--- src/sv/rgbblend_pkg.sv ---
// shared types, register codes and helpers for the rgba to rgb565 blit/blend stage
`timescale 1ns / 1ps
`default_nettype none
package rgbblend_pkg;

   // configuration register indexes
   localparam logic [2:0] CSR_ROP_MODE    = 3'd0;
   localparam logic [2:0] CSR_ORIGIN_X    = 3'd1;
   localparam logic [2:0] CSR_ORIGIN_Y    = 3'd2;
   localparam logic [2:0] CSR_X_MIN       = 3'd3;
   localparam logic [2:0] CSR_Y_MIN       = 3'd4;
   localparam logic [2:0] CSR_X_END       = 3'd5;
   localparam logic [2:0] CSR_Y_END       = 3'd6;
   localparam logic [2:0] CSR_DEST_WIDTH  = 3'd7;

   // raster operation codes (the spare code acts as copy)
   localparam logic [1:0] ROP_COPY  = 2'd0;
   localparam logic [1:0] ROP_KEY   = 2'd1;
   localparam logic [1:0] ROP_BLEND = 2'd2;

   // widths
   localparam int COORD_W = 13;
   localparam int INDEX_W = 24;
   localparam int PIXEL_W = 16;
   localparam int REQ_W   = 72;
   localparam int RSP_W   = 40;

   // queue between front and back
   localparam int QUEUE_DEPTH = 4;
   localparam int QUEUE_AW    = $clog2(QUEUE_DEPTH);

   // configuration registers as a group
   typedef struct packed {
      logic [1:0]         rop_mode;
      logic signed [15:0] origin_x;
      logic signed [15:0] origin_y;
      logic [COORD_W-1:0] x_min;
      logic [COORD_W-1:0] y_min;
      logic [COORD_W-1:0] x_end;
      logic [COORD_W-1:0] y_end;
      logic [COORD_W-1:0] dest_width;
   } cfg_type;

   // classified word handed from front to back
   typedef struct packed {
      logic               write;
      logic               blend;
      logic [7:0]         red;
      logic [7:0]         green;
      logic [7:0]         blue;
      logic [7:0]         alpha;
      logic [PIXEL_W-1:0] dest;
      logic [COORD_W-1:0] dx;
      logic [COORD_W-1:0] dy;
   } item_type;

   // exact floor(x / 255) for any x up to 255 * 255, the largest blend sum
   function automatic logic [7:0] div255(input logic [15:0] x);
      logic [16:0] t;
      t = {1'b0, x} + 17'd1 + {9'd0, x[15:8]};
      return t[15:8];
   endfunction

   // truncating rgb888 to rgb565 pack
   function automatic logic [15:0] pack565(input logic [7:0] r, input logic [7:0] g,
                                           input logic [7:0] b);
      return {r[7:3], g[7:2], b[7:3]};
   endfunction

endpackage
`default_nettype wire

--- src/sv/rgba_to_rgb565_blit_blend.sv ---
// top level of the rgba8888 to rgb565 blit/blend compose stage
`timescale 1ns / 1ps
`default_nettype none
// Composes one RGBA8888 source pixel per word into an RGB565 destination.
// Each request word gives one response word: a write flag, the destination
// pixel index (row * dest_width + column, 24 bits) and the new 565 value;
// index and value are zero when the flag is low (outside clip, alpha zero or
// colour-keyed magenta). The block takes one word per clock while its queue
// is not full. A word entering an empty block is written into the classify
// queue on acceptance, then the channel multiplier products are registered and
// then the divide/pack result is loaded into the response register. The front
// keeps accepting while fewer than four classified words wait in the queue, so
// response stalls reach the request side only when that queue is full.
// Configuration writes are always accepted and must be made while idle.
module rgba_to_rgb565_blit_blend (
   input  wire                             clock,
   input  wire                             reset,
   // request: rect_x [11:0], rect_y [23:12], src_rgba [55:24], dest_pixel [71:56]
   input  wire                             req_tvalid,
   output logic                            req_tready,
   input  wire [rgbblend_pkg::REQ_W-1:0]   req_tdata,
   // response: pixel_index [23:0], pixel_out [39:24]
   output logic                            rsp_tvalid,
   input  wire                             rsp_tready,
   output logic [rgbblend_pkg::RSP_W-1:0]  rsp_tdata,
   // response: write_enable [0]
   output logic                            rsp_tuser,
   // register write channel
   input  wire                             csr_valid,
   output logic                            csr_ready,
   input  wire [2:0]                       csr_index,
   input  wire [15:0]                      csr_data
);
   import rgbblend_pkg::*;

   cfg_type  cfg_ff;
   cfg_type  cfg_in;
   logic     queue_full;
   logic     push;
   item_type push_item;
   logic     pop;
   logic     head_valid;
   item_type head_item;

   assign csr_ready = 1'b1;

   // register write decode
   always_comb begin
      cfg_in = cfg_ff;
      if (csr_valid) begin
         case (csr_index)
            CSR_ROP_MODE:   cfg_in.rop_mode   = csr_data[1:0];
            CSR_ORIGIN_X:   cfg_in.origin_x   = csr_data;
            CSR_ORIGIN_Y:   cfg_in.origin_y   = csr_data;
            CSR_X_MIN:      cfg_in.x_min      = csr_data[COORD_W-1:0];
            CSR_Y_MIN:      cfg_in.y_min      = csr_data[COORD_W-1:0];
            CSR_X_END:      cfg_in.x_end      = csr_data[COORD_W-1:0];
            CSR_Y_END:      cfg_in.y_end      = csr_data[COORD_W-1:0];
            CSR_DEST_WIDTH: cfg_in.dest_width = csr_data[COORD_W-1:0];
            default:        cfg_in = cfg_ff;
         endcase
      end
   end

   always_ff @(posedge clock) begin
      if (reset) begin
         cfg_ff.rop_mode   <= ROP_COPY;
         cfg_ff.origin_x   <= '0;
         cfg_ff.origin_y   <= '0;
         cfg_ff.x_min      <= '0;
         cfg_ff.y_min      <= '0;
         cfg_ff.x_end      <= COORD_W'(4096);
         cfg_ff.y_end      <= COORD_W'(4096);
         cfg_ff.dest_width <= COORD_W'(4096);
      end else begin
         cfg_ff <= cfg_in;
      end
   end

   // classify
   rgbblend_front u_front (
      .cfg        (cfg_ff),
      .req_tvalid (req_tvalid),
      .req_tready (req_tready),
      .req_tdata  (req_tdata),
      .queue_full (queue_full),
      .push       (push),
      .push_item  (push_item)
   );

   // decoupling queue
   rgbblend_queue u_queue (
      .clock     (clock),
      .reset     (reset),
      .push      (push),
      .push_item (push_item),
      .full      (queue_full),
      .pop       (pop),
      .not_empty (head_valid),
      .head_item (head_item)
   );

   // compose and deliver
   rgbblend_back u_back (
      .clock      (clock),
      .reset      (reset),
      .cfg        (cfg_ff),
      .head_valid (head_valid),
      .head_item  (head_item),
      .pop        (pop),
      .rsp_tvalid (rsp_tvalid),
      .rsp_tready (rsp_tready),
      .rsp_tuser  (rsp_tuser),
      .rsp_tdata  (rsp_tdata)
   );

endmodule
`default_nettype wire

--- src/sv/rgbblend_front.sv ---
// front end: places the pixel, clips it and classifies the write
`timescale 1ns / 1ps
`default_nettype none
module rgbblend_front (
   input  wire rgbblend_pkg::cfg_type  cfg,
   input  wire                         req_tvalid,
   output logic                        req_tready,
   input  wire [rgbblend_pkg::REQ_W-1:0] req_tdata,
   input  wire                         queue_full,
   output logic                        push,
   output rgbblend_pkg::item_type      push_item
);
   import rgbblend_pkg::*;

   logic [11:0]        rect_x;
   logic [11:0]        rect_y;
   logic [31:0]        src_rgba;
   logic [15:0]        dest_pixel;
   logic signed [16:0] dx;
   logic signed [16:0] dy;
   logic               in_window;
   logic               keyed;
   logic               opaque_zero;

   // unpack the request word
   assign rect_x     = req_tdata[11:0];
   assign rect_y     = req_tdata[23:12];
   assign src_rgba   = req_tdata[55:24];
   assign dest_pixel = req_tdata[71:56];

   // destination position
   assign dx = 17'(cfg.origin_x) + $signed({5'd0, rect_x});
   assign dy = 17'(cfg.origin_y) + $signed({5'd0, rect_y});

   // clip test against the half-open rectangle
   assign in_window = (dx >= $signed({4'd0, cfg.x_min})) &&
                      (dx <  $signed({4'd0, cfg.x_end})) &&
                      (dy >= $signed({4'd0, cfg.y_min})) &&
                      (dy <  $signed({4'd0, cfg.y_end}));

   // transparency tests
   assign keyed = (cfg.rop_mode == ROP_KEY) && (src_rgba[31:24] == 8'hff) &&
                  (src_rgba[23:16] == 8'h00) && (src_rgba[15:8] == 8'hff);
   assign opaque_zero = (src_rgba[7:0] == 8'h00);

   // handshake into the queue
   assign req_tready = !queue_full;
   assign push       = req_tvalid && !queue_full;

   // classified word
   always_comb begin
      push_item.write = in_window && !opaque_zero && !keyed;
      push_item.blend = (cfg.rop_mode == ROP_BLEND) && (src_rgba[7:0] != 8'hff);
      push_item.red   = src_rgba[31:24];
      push_item.green = src_rgba[23:16];
      push_item.blue  = src_rgba[15:8];
      push_item.alpha = src_rgba[7:0];
      push_item.dest  = dest_pixel;
      push_item.dx    = dx[COORD_W-1:0];
      push_item.dy    = dy[COORD_W-1:0];
   end

endmodule
`default_nettype wire

--- src/sv/rgbblend_queue.sv ---
// short queue of classified words between front and back
`timescale 1ns / 1ps
`default_nettype none
module rgbblend_queue (
   input  wire                        clock,
   input  wire                        reset,
   input  wire                        push,
   input  wire rgbblend_pkg::item_type push_item,
   output logic                       full,
   input  wire                        pop,
   output logic                       not_empty,
   output rgbblend_pkg::item_type     head_item
);
   import rgbblend_pkg::*;

   item_type            store_ff [QUEUE_DEPTH];
   logic [QUEUE_AW-1:0] wr_ptr_ff;
   logic [QUEUE_AW-1:0] wr_ptr_in;
   logic [QUEUE_AW-1:0] rd_ptr_ff;
   logic [QUEUE_AW-1:0] rd_ptr_in;
   logic [QUEUE_AW:0]   count_ff;
   logic [QUEUE_AW:0]   count_in;
   logic                do_pop;

   assign full      = (count_ff == (QUEUE_AW+1)'(QUEUE_DEPTH));
   assign not_empty = (count_ff != '0);
   assign do_pop    = pop && not_empty;
   assign head_item = store_ff[rd_ptr_ff];

   // pointer and fill count update
   always_comb begin
      wr_ptr_in = push   ? wr_ptr_ff + 1'b1 : wr_ptr_ff;
      rd_ptr_in = do_pop ? rd_ptr_ff + 1'b1 : rd_ptr_ff;
      count_in  = count_ff;
      if (push && !do_pop) begin
         count_in = count_ff + 1'b1;
      end else if (do_pop && !push) begin
         count_in = count_ff - 1'b1;
      end
   end

   always_ff @(posedge clock) begin
      if (reset) begin
         wr_ptr_ff <= '0;
         rd_ptr_ff <= '0;
         count_ff  <= '0;
      end else begin
         wr_ptr_ff <= wr_ptr_in;
         rd_ptr_ff <= rd_ptr_in;
         count_ff  <= count_in;
      end
   end

   // entry storage
   always_ff @(posedge clock) begin
      if (push) begin
         store_ff[wr_ptr_ff] <= push_item;
      end
   end

endmodule
`default_nettype wire

--- src/sv/rgbblend_back.sv ---
// back end: channel mix, pack and index, two stages ending in the result register
`timescale 1ns / 1ps
`default_nettype none
module rgbblend_back (
   input  wire                          clock,
   input  wire                          reset,
   input  wire rgbblend_pkg::cfg_type   cfg,
   input  wire                          head_valid,
   input  wire rgbblend_pkg::item_type  head_item,
   output logic                         pop,
   output logic                         rsp_tvalid,
   input  wire                          rsp_tready,
   output logic                         rsp_tuser,
   output logic [rgbblend_pkg::RSP_W-1:0] rsp_tdata
);
   import rgbblend_pkg::*;

   logic                   advance;
   logic [7:0]             inv_alpha;
   logic [7:0]             dest_r;
   logic [7:0]             dest_g;
   logic [7:0]             dest_b;

   // product stage
   logic                   a_vld_ff;
   logic                   a_write_ff;
   logic                   a_blend_ff;
   logic [15:0]            a_src_pack_ff;
   logic [15:0]            a_sr_ff;
   logic [15:0]            a_sg_ff;
   logic [15:0]            a_sb_ff;
   logic [15:0]            a_dr_ff;
   logic [15:0]            a_dg_ff;
   logic [15:0]            a_db_ff;
   logic [2*COORD_W-1:0]   a_row_ff;
   logic [COORD_W-1:0]     a_dx_ff;

   // result stage
   logic                   out_vld_ff;
   logic                   out_write_ff;
   logic [INDEX_W-1:0]     out_index_ff;
   logic [PIXEL_W-1:0]     out_pixel_ff;

   logic [16:0]            sum_r;
   logic [16:0]            sum_g;
   logic [16:0]            sum_b;
   logic [PIXEL_W-1:0]     pixel_in;
   logic [INDEX_W-1:0]     index_in;

   // the whole back end moves when the result register can be refilled
   assign advance = !out_vld_ff || rsp_tready;
   assign pop     = advance && head_valid;

   // destination unpack by plain shift
   assign inv_alpha = 8'hff - head_item.alpha;
   assign dest_r    = {head_item.dest[15:11], 3'b000};
   assign dest_g    = {head_item.dest[10:5], 2'b00};
   assign dest_b    = {head_item.dest[4:0], 3'b000};

   always_ff @(posedge clock) begin
      if (reset) begin
         a_vld_ff <= 1'b0;
      end else if (advance) begin
         a_vld_ff <= head_valid;
      end
   end

   // channel and row products
   always_ff @(posedge clock) begin
      if (pop) begin
         a_write_ff    <= head_item.write;
         a_blend_ff    <= head_item.blend;
         a_src_pack_ff <= pack565(head_item.red, head_item.green, head_item.blue);
         a_sr_ff       <= head_item.red * head_item.alpha;
         a_sg_ff       <= head_item.green * head_item.alpha;
         a_sb_ff       <= head_item.blue * head_item.alpha;
         a_dr_ff       <= dest_r * inv_alpha;
         a_dg_ff       <= dest_g * inv_alpha;
         a_db_ff       <= dest_b * inv_alpha;
         a_row_ff      <= head_item.dy * cfg.dest_width;
         a_dx_ff       <= head_item.dx;
      end
   end

   // sums, divide by 255, pack and index
   always_comb begin
      sum_r    = {1'b0, a_sr_ff} + {1'b0, a_dr_ff};
      sum_g    = {1'b0, a_sg_ff} + {1'b0, a_dg_ff};
      sum_b    = {1'b0, a_sb_ff} + {1'b0, a_db_ff};
      pixel_in = a_blend_ff ?
                 pack565(div255(sum_r[15:0]), div255(sum_g[15:0]), div255(sum_b[15:0])) :
                 a_src_pack_ff;
      index_in = a_row_ff[INDEX_W-1:0] + {{(INDEX_W-COORD_W){1'b0}}, a_dx_ff};
   end

   always_ff @(posedge clock) begin
      if (reset) begin
         out_vld_ff <= 1'b0;
      end else if (advance) begin
         out_vld_ff <= a_vld_ff;
      end
   end

   // result register, fields forced to zero when nothing is written
   always_ff @(posedge clock) begin
      if (advance && a_vld_ff) begin
         out_write_ff <= a_write_ff;
         out_index_ff <= a_write_ff ? index_in : '0;
         out_pixel_ff <= a_write_ff ? pixel_in : '0;
      end
   end

   assign rsp_tvalid = out_vld_ff;
   assign rsp_tuser  = out_write_ff;
   assign rsp_tdata  = {out_pixel_ff, out_index_ff};

endmodule
`default_nettype wire
--- config.mk ---
export PLATFORM = sky130hd
export DESIGN_NAME = rgba_to_rgb565_blit_blend
export DESIGN_NICKNAME = d
export VERILOG_FILES = /design/src/sv/rgbblend_pkg.sv /design/src/sv/rgba_to_rgb565_blit_blend.sv /design/src/sv/rgbblend_front.sv /design/src/sv/rgbblend_queue.sv /design/src/sv/rgbblend_back.sv
export SDC_FILE = /design/constraint.sdc
export NUM_CORES = 2
export LEC_CHECK = 0
export BUFFER_PORTS_ARGS = -buffer_cell sky130_fd_sc_hd__buf_2
export CORE_ASPECT_RATIO = 0.9
export CORE_MARGIN = 5
export CORE_UTILIZATION = 32
export CTS_BUF_LIST = sky130_fd_sc_hd__clkbuf_4
export DETAILED_ROUTE_END_ITERATION = 6
export PLACE_DENSITY = 0.54
export SLEW_MARGIN = 10
export SYNTH_ARGS = -nofsm -noshare
export SYNTH_HDL_FRONTEND = slang
export SYNTH_SLANG_ARGS = --single-unit
--- constraint.sdc ---
create_clock -name clock -period 9.9 [get_ports clock]
set_input_delay 1.485 -clock clock [delete_from_list [all_inputs] [get_ports clock]]
set_output_delay 1.485 -clock clock [all_outputs]
set_load 0.01 [all_outputs]
==> results.py <==
metrics = {
    "yosys": {
        "yosys_register_bits": 596,
        "async_flop_share_pct": 0,
        "netlist_area_um2": 41500,
        "syn_area_per_cell_um2": 10.9,
        "syn_inst": 3804,
        "synth_flop_cell": "edfxtp_1",
        "ys_warn_count": 0,
        "synth_cell_type_count": 78,
        "synth_nets": 4580,
        "ys_seq_area_share_pct": 40.4,
        "synth_edf_count": 486,
    },
    "floorplanning": {
        "num_rows": 125,
        "ios": 140,
        "die_area_um2": 137000,
        "die_h_um": 352,
        "start_util_pct": 32.2,
        "die_w_um": 390,
        "core-area_um2": 129000,
    },
    "sta": {
        "period_needed_ps": 6780,
        "setup_viol": 0,
        "rsz0062_at_grt": "no",
        "slew_violations": 0,
        "finalHoldViolations": 0,
        "fmax_mhz": 147,
        "min_period_over_period_pct": 68.5,
        "fin_setup_tns_ps": 0,
        "clock_skew_ps": 90.2,
        "worst_slew_pin_slew_ps": 1170,
        "relSlewSlack_pct": 21.8,
    },
    "global_route": {
        "grt_pass1_vias": 28700,
        "track_usage_pct": 15.3,
        "grt-ovfl-total": 0,
        "antenna_found_initial": 10,
        "grt_pass1_wl_um": 163000,
        "grt_max_degree": 81,
    },
    "clock_network": {
        "cts-root-buf": "clkbuf_4",
        "clk_pin_slew_ps": 80,
        "cts_sinks": 596,
        "postCtsSetupBuffers": 0,
        "clock_path_buffers": 3,
        "cts_tree": "yes",
        "holdBufCountCts": 0,
        "h-tree-depth": 4,
        "cts_resized": 0,
        "cts_made_buffers": 162,
        "clk_latency_ps": 1110,
    },
    "critical_path": {
        "reg2reg_slack_ps": 3120,
        "crit_path_end_kind": "register",
        "worstPathArrival_ps": 7580,
        "crit_path_end": "u_back.a_row_ff[23]",
        "path_max_fanout": 48,
        "r2r-end": "u_back.a_row_ff[23]",
        "cp-start-kind": "register",
        "crit_type": "register to register",
        "r2r_cells": 21,
        "required_ps": 10700,
    },
    "routing": {
        "viasPerCell": 4.74,
        "drt-initial-drc-count": 1543,
        "drt_wl_total_um": 104000,
        "wl_per_cell_um": 17.7,
        "drc": 0,
        "antenna_left": 0,
        "num_vias": 27800,
        "drt_pass1_iterations": 5,
    },
    "outcome": {
        "status": "finished, final reports clean",
    },
    "cells_and_area": {
        "mostFrequentLayoutCells": "nand2_1, inv_1, edfxtp_1",
        "layout_commonest_cell": "nand2_1",
        "regArea_um2": 16800,
        "fin_nets": 4793,
        "area_growth_pct": 11.5,
        "multi_input_area_um2": 22500,
        "drive_gt1_share_pct": 13.2,
        "nFillCells": 12900,
    },
    "place": {
        "io_buffers": 138,
        "hpwlAfterDp_um": 76800,
        "place.gp.congestion": 0.810,
    },
    "hold_path": {
        "hold_class": "register to register",
    },
    "run": {
        "maxCapViolCount": 0,
    },
}
## state kept, by name, summed over array words and instances, names as in the netlist, 14 cells and up, named ones only
register              cells
u_back.out_index_ff      24
u_back.a_row_ff          24
u_queue.store_ff        304
u_back.out_pixel_ff      16
u_back.a_sg_ff           16
u_back.a_sb_ff           15
u_back.a_src_pack_ff     16
cfg_ff                   99
u_back.a_sr_ff           15
u_back.a_dg_ff           14
## synth_stat cells (19+ instances only)
master	count	area, um2
mux4_2	50	1130
nand4_1	20	125
nand2_1	511	1920
a21oi_1	217	1090
xor2_1	44	385
nand2b_1	30	188
xnor2_1	115	1010
nor2b_1	28	175
a211oi_1	23	173
clkbuf_1	99	372
ha_1	384	4800
nand3_1	28	140
and3_1	19	119
mux2i_1	32	320
nor2_1	204	766
fa_1	296	5930
mux2_2	26	293
o21bai_1	21	158
o21ai_0	78	390
dfxtp_1	110	2200
nor3_1	38	190
inv_1	487	1830
o21a_1	36	270
or3_1	19	119
a21o_1	44	330
and2_1	162	1010
edfxtp_1	486	14600
## metrics by stage
step           hold slack, ps  std cells  utilization, %  setup WS [ps]  area, um2
2_1_floorplan             434       3804               -            878      41500
3_3_place_gp              441       5567            34.2           3220      44200
3_5_place_dp              447       5567            34.2           3160      44200
4_1_cts                   445       5859            35.9           3130      46300
5_1_grt                   467       5863            35.9           2720      46300
6_report                  454       5865            35.9           3120      46300
## worst min-delay path by stage
stage,start,to,slack (ps),depth (start not counted)
global placement,cfg_ff[31],cfg_ff[31],440,2
floorplan,cfg_ff[26],cfg_ff[26],430,2
global route,cfg_ff[17],cfg_ff[17],470,2
detailed placement,cfg_ff[17],cfg_ff[17],450,2
CTS,req_tdata[60],u_queue.store_ff[0][30],450,1
finish,cfg_ff[30],cfg_ff[30],450,2
## area by class of cell
cell class,instances,area share (%)
flip-flops and latches,596,36.3
well taps,1714,4.63
multi-input cells,2599,48.5
inverters,487,3.95
clock buffers,240,3.89
repair buffers,171,2.06
diodes,6,0.0324
clock inverters,52,0.651
## worst max-delay path: stages, from the launching register on
cell and delay [ps]:
dfxtp_4 710, buf_4 460, mux4_2 530, and2_1 250
fa_1 540, inv_1 50, fa_1 470, inv_1 50
fa_1 500, inv_1 60, fa_1 490, fa_1 490
inv_1 40, ha_1 310, o21ai_0 140, a211o_1 310
a21oi_1 210, o21ai_0 170, a21oi_1 220, a41oi_1 170
a21oi_1 200, xnor2_1 90
## layer usage
| metal | wire [um] | vias up | track usage (%) |
|---|---|---|---|
| li1 | - | 13500 | - |
| met1 | 50600 | 13600 | 21.7 |
| met2 | 44800 | 564 | 23.3 |
| met3 | 5150 | 167 | 3.19 |
| met4 | 3030 | 2 | 5.28 |
| met5 | 7 | - | 0 |
## logic make-up (layout without fill, tap and decap cells)
kind of cell	after synthesis	count (layout)	synth area share, %
other cells	1	7	0.00903
compound gates	543	543	8.26
flops	596	596	40.4
simple gates	1108	1108	12.3
fa+ha+maj	680	680	25.8
mux	108	108	4.19
xor+xnor	159	159	3.35
buf+inv	609	950	5.56
Power is left out: the tool's default activity adds up to more than one toggle a clock period on the data nets, which glitch-free logic cannot reach.
